--- src/rtl/biou_pkg.sv ---
package biou_pkg;

	localparam int COORD_W = 16;
	localparam int DIM_W   = COORD_W + 2;
	localparam int PROD_W  = 2 * DIM_W;
	localparam int AREA_W  = 34;
	localparam int UNI_W   = AREA_W + 2;
	localparam int NUM_W   = AREA_W - 1;
	localparam int REM_W   = AREA_W + 1;
	localparam int OVL_W   = 17;
	localparam int STEP_W  = $clog2(OVL_W + 1);
	localparam int IDX_W   = 6;

	typedef enum logic [1:0] {
		OP_CLEAR   = 2'd0,
		OP_APPEND  = 2'd1,
		OP_MEASURE = 2'd2
	} op_t;

	typedef struct packed {
		logic signed [COORD_W-1:0] y2;
		logic signed [COORD_W-1:0] x2;
		logic signed [COORD_W-1:0] y1;
		logic signed [COORD_W-1:0] x1;
	} box_t;

	typedef struct packed {
		logic signed [AREA_W-1:0] area;
		box_t                     box;
	} entry_t;

	typedef struct packed {
		logic              start;
		logic [NUM_W-1:0]  numer;
		logic [AREA_W-1:0] denom;
	} div_req_t;

	typedef struct packed {
		logic             done;
		logic [OVL_W-1:0] quot;
	} div_rsp_t;

endpackage

--- src/rtl/biou_div.sv ---
module biou_div import biou_pkg::*; (
	input  logic     clk,
	input  logic     arst_n,
	input  div_req_t req,
	output div_rsp_t rsp
);

	logic [REM_W-1:0]  rem_q;
	logic [AREA_W-1:0] denom_q;
	logic [OVL_W-1:0]  quot_q;
	logic [STEP_W-1:0] cnt_q;
	logic              busy_q;
	logic              done_q;

	logic              ge;
	logic [REM_W-1:0]  diff;
	logic [REM_W-1:0]  nrem;

	// restoring division, one quotient bit per cycle, MSB first
	assign ge   = rem_q >= REM_W'(denom_q);
	assign diff = rem_q - REM_W'(denom_q);
	assign nrem = ge ? diff : rem_q;

	always_ff @(posedge clk or negedge arst_n) begin
		if (!arst_n) begin
			busy_q <= 1'b0;
			done_q <= 1'b0;
			cnt_q  <= '0;
		end else begin
			done_q <= 1'b0;
			if (req.start) begin
				busy_q <= 1'b1;
				cnt_q  <= STEP_W'(OVL_W);
			end else if (busy_q) begin
				cnt_q <= cnt_q - STEP_W'(1);
				if (cnt_q == STEP_W'(1)) begin
					busy_q <= 1'b0;
					done_q <= 1'b1;
				end
			end
		end
	end

	always_ff @(posedge clk) begin
		if (req.start) begin
			rem_q   <= REM_W'(req.numer);
			denom_q <= req.denom;
			quot_q  <= '0;
		end else if (busy_q) begin
			quot_q <= {quot_q[OVL_W-2:0], ge};
			rem_q  <= {nrem[REM_W-2:0], 1'b0};
		end
	end

	assign rsp.done = done_q;
	assign rsp.quot = quot_q;

endmodule

--- config.mk ---
export PLATFORM = sky130hd
export DESIGN_NAME = biou_div
export DESIGN_NICKNAME = d
export VERILOG_FILES = /design/src/rtl/biou_pkg.sv /design/src/rtl/biou_div.sv
export SDC_FILE = /design/constraint.sdc
export NUM_CORES = 1
export LEC_CHECK = 0
export ABC_CLOCK_PERIOD_IN_PS = 2900
export BUFFER_PORTS_ARGS = -buffer_cell sky130_fd_sc_hd__clkbuf_2
export CAP_MARGIN = 20
export CORE_ASPECT_RATIO = 0.9
export CORE_MARGIN = 2
export CORE_UTILIZATION = 40
export CTS_CLUSTER_SIZE = 8
export DETAILED_ROUTE_END_ITERATION = 12
export HOLD_SLACK_MARGIN = 0.12
export PLACE_DENSITY_LB_ADDON = 0.3
export SYNTH_ARGS = -nofsm -noshare
export SYNTH_HDL_FRONTEND = slang
export SYNTH_SLANG_ARGS = --single-unit
--- constraint.sdc ---
create_clock -name clk -period 2.9 [get_ports clk]
set_input_delay 0.58 -clock clk [delete_from_list [all_inputs] [get_ports clk]]
set_output_delay 0.58 -clock clk [all_outputs]
set_load 0.1 [all_outputs]
### Word level (Yosys, flattened, before mapping)

Cells that the tools add are included.

* register bits: 93
* input bits: 70
* output and inout port bits: 18
* logic and storage cells: 23

* $add $sub $neg: 2
* order comparisons: 1
* eq/ne operators: 1
* muxes and demuxes: 11
* reduce and logical (&&, ||, !) cells: 1

Operators with widths (number)
* $mux 33: 2
* $ge 35x34->1: 1
* $mux 34: 1
* $sub 34x34->34: 1
* $mux 5: 2
* $mux 1: 6
* $eq 5x1->1 const B: 1
* $sub 5x1->5 const B: 1
* $reduce_bool 2->1: 1

### Depth between registers and ports, before layout

Gate-level depths: netlist (run 1).

* depth in word-level cells: 4
* gate-level depth with buffers: 14
* depth with buffers taken out: 11

### Least setup slack after synthesis (run 1)

No wires, ideal clock.

* path type: register to register
* from: reg rem_q[14]
* to: reg rem_q[30], data pin
* setup time: 0.261 ns
* data arrival time: 2.704 ns
* data required time: 2.639 ns
* setup slack: -0.064 ns
* stages on the path, launching flop included: 13
* path buffers: 3
* period minus slack after synthesis: 2.964 ns
* path through: edfxtp_1 > ha_1 > buf_4 > nand2_2 > o31a_1 > or3_4 > a211oi_4 > o211ai_2 > and2_1 > buf_6 > buf_6 > and3_1 > a221o_1

* longest elaborated chain between the ends: 4
* elaborated cells on any way between the ends: 5
* classes of those cells: add/sub: 1; order compare: 1; mux: 3

RTL lines
* start: declaration: RTL line biou_div.sv:8 `logic [REM_W-1:0] rem_q;`
* start signal: assignment: RTL line biou_div.sv:46 `rem_q <= REM_W'(req.numer);`
* start signal: assignment: RTL line biou_div.sv:51 `rem_q <= {nrem[REM_W-2:0], 1'b0};`
* $sub 34x34->34 or $ge 35x34->1 (tied branches): RTL line biou_div.sv:21, biou_div.sv:20
* $mux 34 *: RTL line biou_div.sv:22 `assign nrem = ge ? diff : rem_q;`
* $mux 33 *: RTL line biou_div.sv:49 `end else if (busy_q) begin`
* $mux 33 *: RTL line biou_div.sv:45 `if (req.start) begin`

Mark *: on every way between the ends. The rest lies on a longest branch, timed or not. The select of a mux whose other input is x is not followed.
A chain may end at the register's enable or synchronous reset.

### Worst setup path after layout (run 1)

* from: reg rem_q[14]
* to: reg rem_q[24], data pin

Same word-level chain as after synthesis.

==> impl_results.md, run 1 <==
* Status: finished, final reports clean
* DR WL/cell at 16.0 µm
* CTS Buf Count at 9
* Die W at 132 µm
* Via count at 5149
* Worst skew pair latency at 0.36 ns
* GRT Util Overall at 0.198
* Asr flop ratio synth at 0.0753
* Die ar. at 15700 µm²
* Final Skew at 0.00712 ns
* Ant diodes at 0
* Antenna violations before repair at 0
* Leakage at 3.43 nW
* Clk slew on worst S/H paths at 0.07 ns
* Worst slew margin at 0.600
* Buf/Inv on CP at 1
* Setup ws final at 0.0711 ns
* Top FF cell, synth: edfxtp_1
* Pre-CTS setup slack at -0.235 ns
* Nets at 880
* Fillers at 1362
* Pwr dens at 1100 nW/µm²
* Max cap viols at 0
* Slew Limit Fails at 0
* Mapped Cells at 631
* Largest net degree at the start of global routing at 53
* Htree depth at 3
* Synth-to-Final Area Change at 29.0%
* Total Wirelength at 15.6 mm
* CP Class: flip-flop to flip-flop
* Arrival @ worst endpoint at 3.04 ns
* Final Hold Fails at 0
* Critical Path End Type: flip-flop
* Register area share after synthesis at 0.437
* Crit-path leading delay family: simple AND/OR/NAND/NOR gates
* Worst-case clock buffer depth at 2
* Worst Path Max Fanout at 8
* Vias in the first global route at 5075
* Iteration-0 DRC Markers at 296
* Synth Cell Area at 5880 µm²
* Worst IR drop on VDD at 0.000424 V
* Layout cells sized above 1 at 0.292
* Top-Level Pins at 88
* Switch share at 0.417
* First-pass GRT wire length at 24.9 mm
* TritonCTS clock tree: built
* Combinational share of power at 0.595
* Yosys warns at 0
* Worst EP required at 3.11 ns
* Storage cell area at 2570 µm²
* Die height at 119 µm
* Syn Nets at 738
* Sink Count at 93
* P_sw at 3.49 mW
* Placer Congestion at 0.879
* IO buf count at 87
* Power Internal at 4.88 mW
* Worst-margin pin slew at 0.600 ns
* Power consumption at 8.37 mW
* RSZ-0062 raised after global routing: true
* FF+latch count, synth at 93
* Clock Tree Root: clkbuf_16
* Initial Util at 0.404
* Via-to-Cell Ratio at 5.28
* EDFF count, synth at 67
* Final period utilization at 0.975
* First-pass iteration count of the detailed router at 5
* Min-delay worst type: input port to flip-flop
* Final setup viols at 0
* Worst path max stage delay at 0.44 ns
* Slowest stage cell, crit path: edfxtp_1
* Residual DRC at 0
* FMAX at 0.354 GHz
* DP Wirelength at 11.4 mm
* Gr ovfl total at 0
* Synth unique cells at 64
* CORE AREA at 14600 µm²
* Final worst path period need at 2.83 ns
* CP startpoint kind: flip-flop
* Clk pwr share at 0.154
* Flop pwr share at 0.250
* Post-route ant nets at 0
* Post-synthesis area per instance at 9.32 µm²
* Multi-input logic area at 3210 µm²
* Crit path cell chain: ha_4, nand2_4, o31a_1, or3_4, a211oi_4, o211ai_2, and2_4, buf_12, or3b_4, a2bb2oi_2
* Row count at 42
-- layer usage --
layer	GRT usage	part of all wire
met5	0	0
met4	0.0414	0.0069
met2	0.323	0.47
met1	0.266	0.48
met3	0.0536	0.045
-- synth_stat cells, types with 4 or more instances --
master	n	area, µm²
inv_1	50	188
a21o_1	14	105
o21a_1	4	30.0
and2_1	6	37.5
xor2_1	8	70.1
or3_1	4	25.0
nor2_1	67	251
ha_1	36	450
clkbuf_1	18	67.6
nand4_1	7	43.8
nor4_1	6	37.5
o21ai_0	22	110
buf_2	6	30.0
o21bai_1	7	52.6
edfxtp_1	67	2010
a21oi_1	42	210
nor2b_1	6	37.5
dfxtp_1	19	380
and3_1	7	43.8
nor3_1	9	45.0
a2bb2oi_1	4	35.0
nand3_1	16	80.1
nand2_1	71	267
a31oi_1	25	156
mux2i_1	16	160
xnor2_1	19	166
dfrtp_1	7	175
a211oi_1	5	37.5
-- area by class of cell --
cell class                 instances  area share
timing repair buffer             163       0.139
sequential                        93       0.338
clock buffer                       9      0.0297
inverter                          50      0.0247
multi-input combinational        456       0.424
tap                              198      0.0326
clock inverter                     7      0.0125
-- through the flow --
step | hold slack [ns] | util | cells | area [µm²] | TNS [ns]
after floorplan | 0.284 | - | 631 | 5880 | 0
after global placement | 0.425 | 0.474 | 948 | 6900 | -0.531
after detailed placement | 0.426 | 0.474 | 948 | 6900 | -1.43
after CTS | 0.379 | 0.502 | 967 | 7300 | 0
after global routing | 0.372 | 0.521 | 976 | 7590 | -0.132
final | 0.394 | 0.521 | 976 | 7590 | 0
-- what timing repair did --
| item | 4_1_cts | 5_1_grt |
|---|---|---|
| gates resized for setup | 12 | 42 |
| endpoints found under the setup margin | 19 | 32 |
| hold buffers | 1 | 0 |
| endpoints found under the hold margin | 7 | 0 |
| buffers inserted | 2 | 10 |
| pin swaps | 11 | 17 |
-- sequential cells by signal, indices dropped and copies added, names as in the netlist --
name,count
busy_q,1
rem_q,35
cnt_q,5
done_q,1
quot_q,17
denom_q,34
-- placed cells by master, fill, tap and decap left out, drive strengths merged, types with 3 or more instances in the layout --
| cell type | count |
|---|---|
| nand3 | 16 |
| mux2i | 16 |
| or3 | 5 |
| nand2 | 72 |
| nor3 | 9 |
| a21o | 14 |
| nor4b | 3 |
| edfxtp | 67 |
| nor2b | 6 |
| o21ai | 22 |
| a31oi | 25 |
| a2bb2oi | 4 |
| buf | 75 |
| dfrtp | 7 |
| o21bai | 7 |
| nand4 | 7 |
| ha | 36 |
| and2 | 6 |
| xnor2 | 19 |
| nor2 | 67 |
| a211oi | 6 |
| nor4 | 7 |
| o21a | 4 |
| inv | 54 |
| a41oi | 3 |
| nand3b | 3 |
| nand2b | 3 |
| and3 | 7 |
| xor2 | 8 |
| dfxtp | 19 |
| mux2 | 3 |
| a221o | 3 |
| clkbuf | 96 |
| o211ai | 4 |
| a21oi | 42 |
-- power by group through the flow --
stage	clock network, mW	registers [mW]	logic, mW
6_report	1.29	2.10	4.98
5_1_grt	1.38	2.13	5.46
4_1_cts	1.33	2.07	4.54
3_5_place_dp	0	2.09	4.40
3_3_place_gp	0	2.07	4.36
2_1_floorplan	0	2.14	2.94
-- final timing paths --
check                          start           to  slack, ns  cells past startpoint
hold / removal               req[28]  denom_q[28]       0.39                      1
setup / recovery           rem_q[14]    rem_q[24]       0.07                     10
min in group asynchronous     arst_n     cnt_q[1]       0.59                      2
hold reg to reg            quot_q[2]    quot_q[2]       0.53                      2
max in group asynchronous     arst_n       done_q       2.14                      2
setup reg to reg           rem_q[14]    rem_q[24]       0.07                     10
-- cell families after synthesis --
family                   count (synthesis)  share of synthesized area
XOR/XNOR                                27                     0.0402
multiplexers                            19                     0.0330
AND/OR/NAND/NOR                        216                      0.173
adder cells (fa/ha/maj)                 37                     0.0800
AO/OA/AOI/OAI                          157                      0.178
flip-flops                              93                      0.437
buffers and inverters                   82                     0.0593
(Power assumes the default switching activity.)
==> run 2, diff against run 1 <==
--- a/config.mk
+++ b/config.mk
@@ -5,7 +5,7 @@
 export SDC_FILE = /design/constraint.sdc
 export NUM_CORES = 1
 export LEC_CHECK = 0
-export ABC_CLOCK_PERIOD_IN_PS = 2900
+export ABC_CLOCK_PERIOD_IN_PS = 3000
 export BUFFER_PORTS_ARGS = -buffer_cell sky130_fd_sc_hd__clkbuf_2
 export CAP_MARGIN = 20
 export CORE_ASPECT_RATIO = 0.9
==> constraint.sdc (replaced) <==
create_clock -name clk -period 3 [get_ports clk]
set_input_delay 0.6 -clock clk [delete_from_list [all_inputs] [get_ports clk]]
set_output_delay 0.6 -clock clk [all_outputs]
set_load 0.1 [all_outputs]
==> run 2 against run 1 <==
  * Sequential share of layout area up 1.7 points
  * Die area unchanged
  * Global-route usage about the same
  * Critical path type unchanged
  * Worst setup slack better by 0.017 ns
  * Via count down 0.72%
  * Highest routed layer unchanged
  * Power down 11%
  * Register-to-register slack better by 0.02 ns
  * Non-clock buffer count down 24
  * Sequential cell count unchanged
==> impl_results.md, run 2 (synthesized netlist as in run 1, its figures left out) <==
* Status: finished, final reports clean
* Worst IR drop on VDD at 0.000533 V (+26%)
* CORE AREA at 14600 µm² (unchanged)
* Crit path cell chain: ha_4, nand2_2, o31a_1, or3_4, a211oi_4, o211ai_2, and2_4, buf_12, or3_1, a32oi_1
* Die height at 119 µm (unchanged)
* Leakage at 3.26 nW (-4.9%)
* Power consumption at 7.48 mW (-11%)
* First-pass GRT wire length at 25.2 mm (+1.2%)
* Synth-to-Final Area Change at 22.9%
* Final Hold Fails at 0 (unchanged)
* Hold WS at 0.415 ns (+0.0209 ns)
* CP startpoint kind: flip-flop
* Total Wirelength at 15.3 mm (-2.2%)
* Placer Congestion at 0.917 (+4.3%)
* Arrival @ worst endpoint at 3.11 ns (+0.07 ns)
* Worst-case clock buffer depth at 2 (unchanged)
* Die W at 132 µm (unchanged)
* Layout cells sized above 1 at 0.248 (-0.0441)
* Final Skew at 0.00500 ns (-0.00212 ns)
* Worst skew pair latency at 0.35 ns (about the same)
* Residual DRC at 0 (unchanged)
* Initial Util at 0.404 (unchanged)
* Final setup viols at 0 (unchanged)
* Clock Tree Root: clkbuf_16
* Row count at 42 (unchanged)
* Worst slew margin at 0.624 (+0.0237)
* Placed insts at 930 (-1.9%)
* Post-route setup TNS at 0 ns (unchanged)
* Power Internal at 4.25 mW (-13%)
* P_sw at 3.22 mW (-7.6%)
* Antenna violations before repair at 0 (unchanged)
* Max cap viols at 0 (unchanged)
* Worst EP required at 3.20 ns (+0.09 ns)
* Worst Path Max Fanout at 15 (+7)
* Min-delay worst type: input port to flip-flop
* CP Class: flip-flop to flip-flop
* Clk slew on worst S/H paths at 0.07 ns (about the same)
* Via count at 5112 (-0.72%)
* Die ar. at 15700 µm² (unchanged)
* DR WL/cell at 16.0 µm (+0.15%)
* Worst-margin pin slew at 0.564 ns (-0.0356 ns)
* Gr ovfl total at 0 (unchanged)
* Post-route ant nets at 0 (unchanged)
* TritonCTS clock tree: built
* GRT Util Overall at 0.198 (about the same)
* Largest net degree at the start of global routing at 53 (unchanged)
* Post-route insts no fill at 953 (-2.4%)
* Nets at 857 (-2.6%)
* Htree depth at 3 (unchanged)
* Final worst path period need at 2.91 ns (+0.0830 ns)
* Max reg flops at 35 (unchanged)
* Flop pwr share at 0.270 (+0.020)
* Critical Path End Type: flip-flop
* FMAX at 0.343 GHz (-2.8%)
* Commonest non-fill, non-tap cells in the layout: clkbuf_2 (87), nand2_1 (70), edfxtp_1 (67)
* Switch share at 0.431 (+0.0142)
* Vias in the first global route at 5152 (+1.5%)
* Clk pwr share at 0.150 (-0.004)
* Via-to-Cell Ratio at 5.36 (+1.7%)
* DP Wirelength at 11.3 mm (-0.86%)
* Combinational share of power at 0.580 (-0.015)
* Sink Count at 93 (unchanged)
* IO buf count at 87 (unchanged)
* Slowest stage cell, crit path: edfxtp_1
* Fillers at 1387 (+1.8%)
* First-pass iteration count of the detailed router at 4 (-1)
* Reg with most FFs: rem_q
* Iteration-0 DRC Markers at 326 (+10%)
* Slew Limit Fails at 0 (unchanged)
* Pwr dens at 1030 nW/µm² (-6.2%)
* Ant diodes at 0 (unchanged)
* Worst path max stage delay at 0.44 ns (about the same)
* Top-Level Pins at 88 (unchanged)
* CTS Buf Count at 9 (unchanged)
* Setup ws final at 0.0882 ns (+0.0170 ns)
* RSZ-0062 raised after global routing: false
* Final period utilization at 0.971 (-0.00486)
* Pre-CTS setup slack at -0.107 ns (+0.129 ns)
* Commonest non-fill, non-tap cell in the layout: clkbuf_2
* Biggest regs: rem_q: 35 flops, denom_q: 34 flops, quot_q: 17 flops
run 2: path summary, 6_finish.rpt:
check | end | cells after the start | from | slack, ns
worst max register to register | rem_q[25] | 10 | rem_q[14] | 0.09
min in group asynchronous | cnt_q[0] | 2 | arst_n | 0.61
worst min register to register | quot_q[11] | 2 | quot_q[11] | 0.53
worst min-delay path | denom_q[10] | 1 | req[10] | 0.42
worst max-delay path | rem_q[25] | 10 | rem_q[14] | 0.09
max in group asynchronous | done_q | 2 | arst_n | 2.22
run 2: metrics by stage:
stage / cell area (µm²) / utilization
finish: 7230 / 0.497
global route: 7230 / 0.497
CTS: 7060 / 0.485
detailed placement: 6760 / 0.465
global placement: 6760 / 0.465
floorplan: 5880 / -
run 2: routing by layer:
metal	part of all wire	GRT usage	up-vias
met2	0.45	0.311	128
met5	0	0	-
met4	0.022	0.0659	0
met1	0.48	0.269	2451
met3	0.049	0.0490	20
li1	-	-	2513
run 2: critical path, delay by kind of cell (launching register included):
family / cells / cell delay, ns
simple gates: 4 / 1.01
flops: 1 / 0.44
fa+ha+maj: 1 / 0.31
buf+inv: 1 / 0.15
compound gates: 4 / 0.85
run 2: final cells by class:
type,instances,area (µm²),area share
clock inverters,5,30.0,0.00415
well taps,198,248,0.0343
inverters,50,188,0.0260
repair buffers,139,841,0.116
flip-flops and latches,93,2570,0.355
multi-input cells,457,3100,0.429
clock buffers,11,254,0.0351
run 2: power groups by stage:
| stage | Clock (mW) | Combinational [mW] | Sequential (mW) |
|---|---|---|---|
| 4_1_cts | 1.15 | 4.12 | 2.00 |
| 5_1_grt | 1.20 | 4.81 | 2.05 |
| 2_1_floorplan | 0 | 2.85 | 2.07 |
| 6_report | 1.12 | 4.33 | 2.02 |
| 3_5_place_dp | 0 | 4.07 | 2.02 |
| 3_3_place_gp | 0 | 4.04 | 2.01 |
run 2: what timing repair did:
action	in CTS	in global routing
gates resized for setup	4	25
endpoints found under the setup margin	21	34
cloned	0	1
endpoints found under the hold margin	7	0
hold buffers	1	0
pin swaps	0	7
setup buffers	0	5
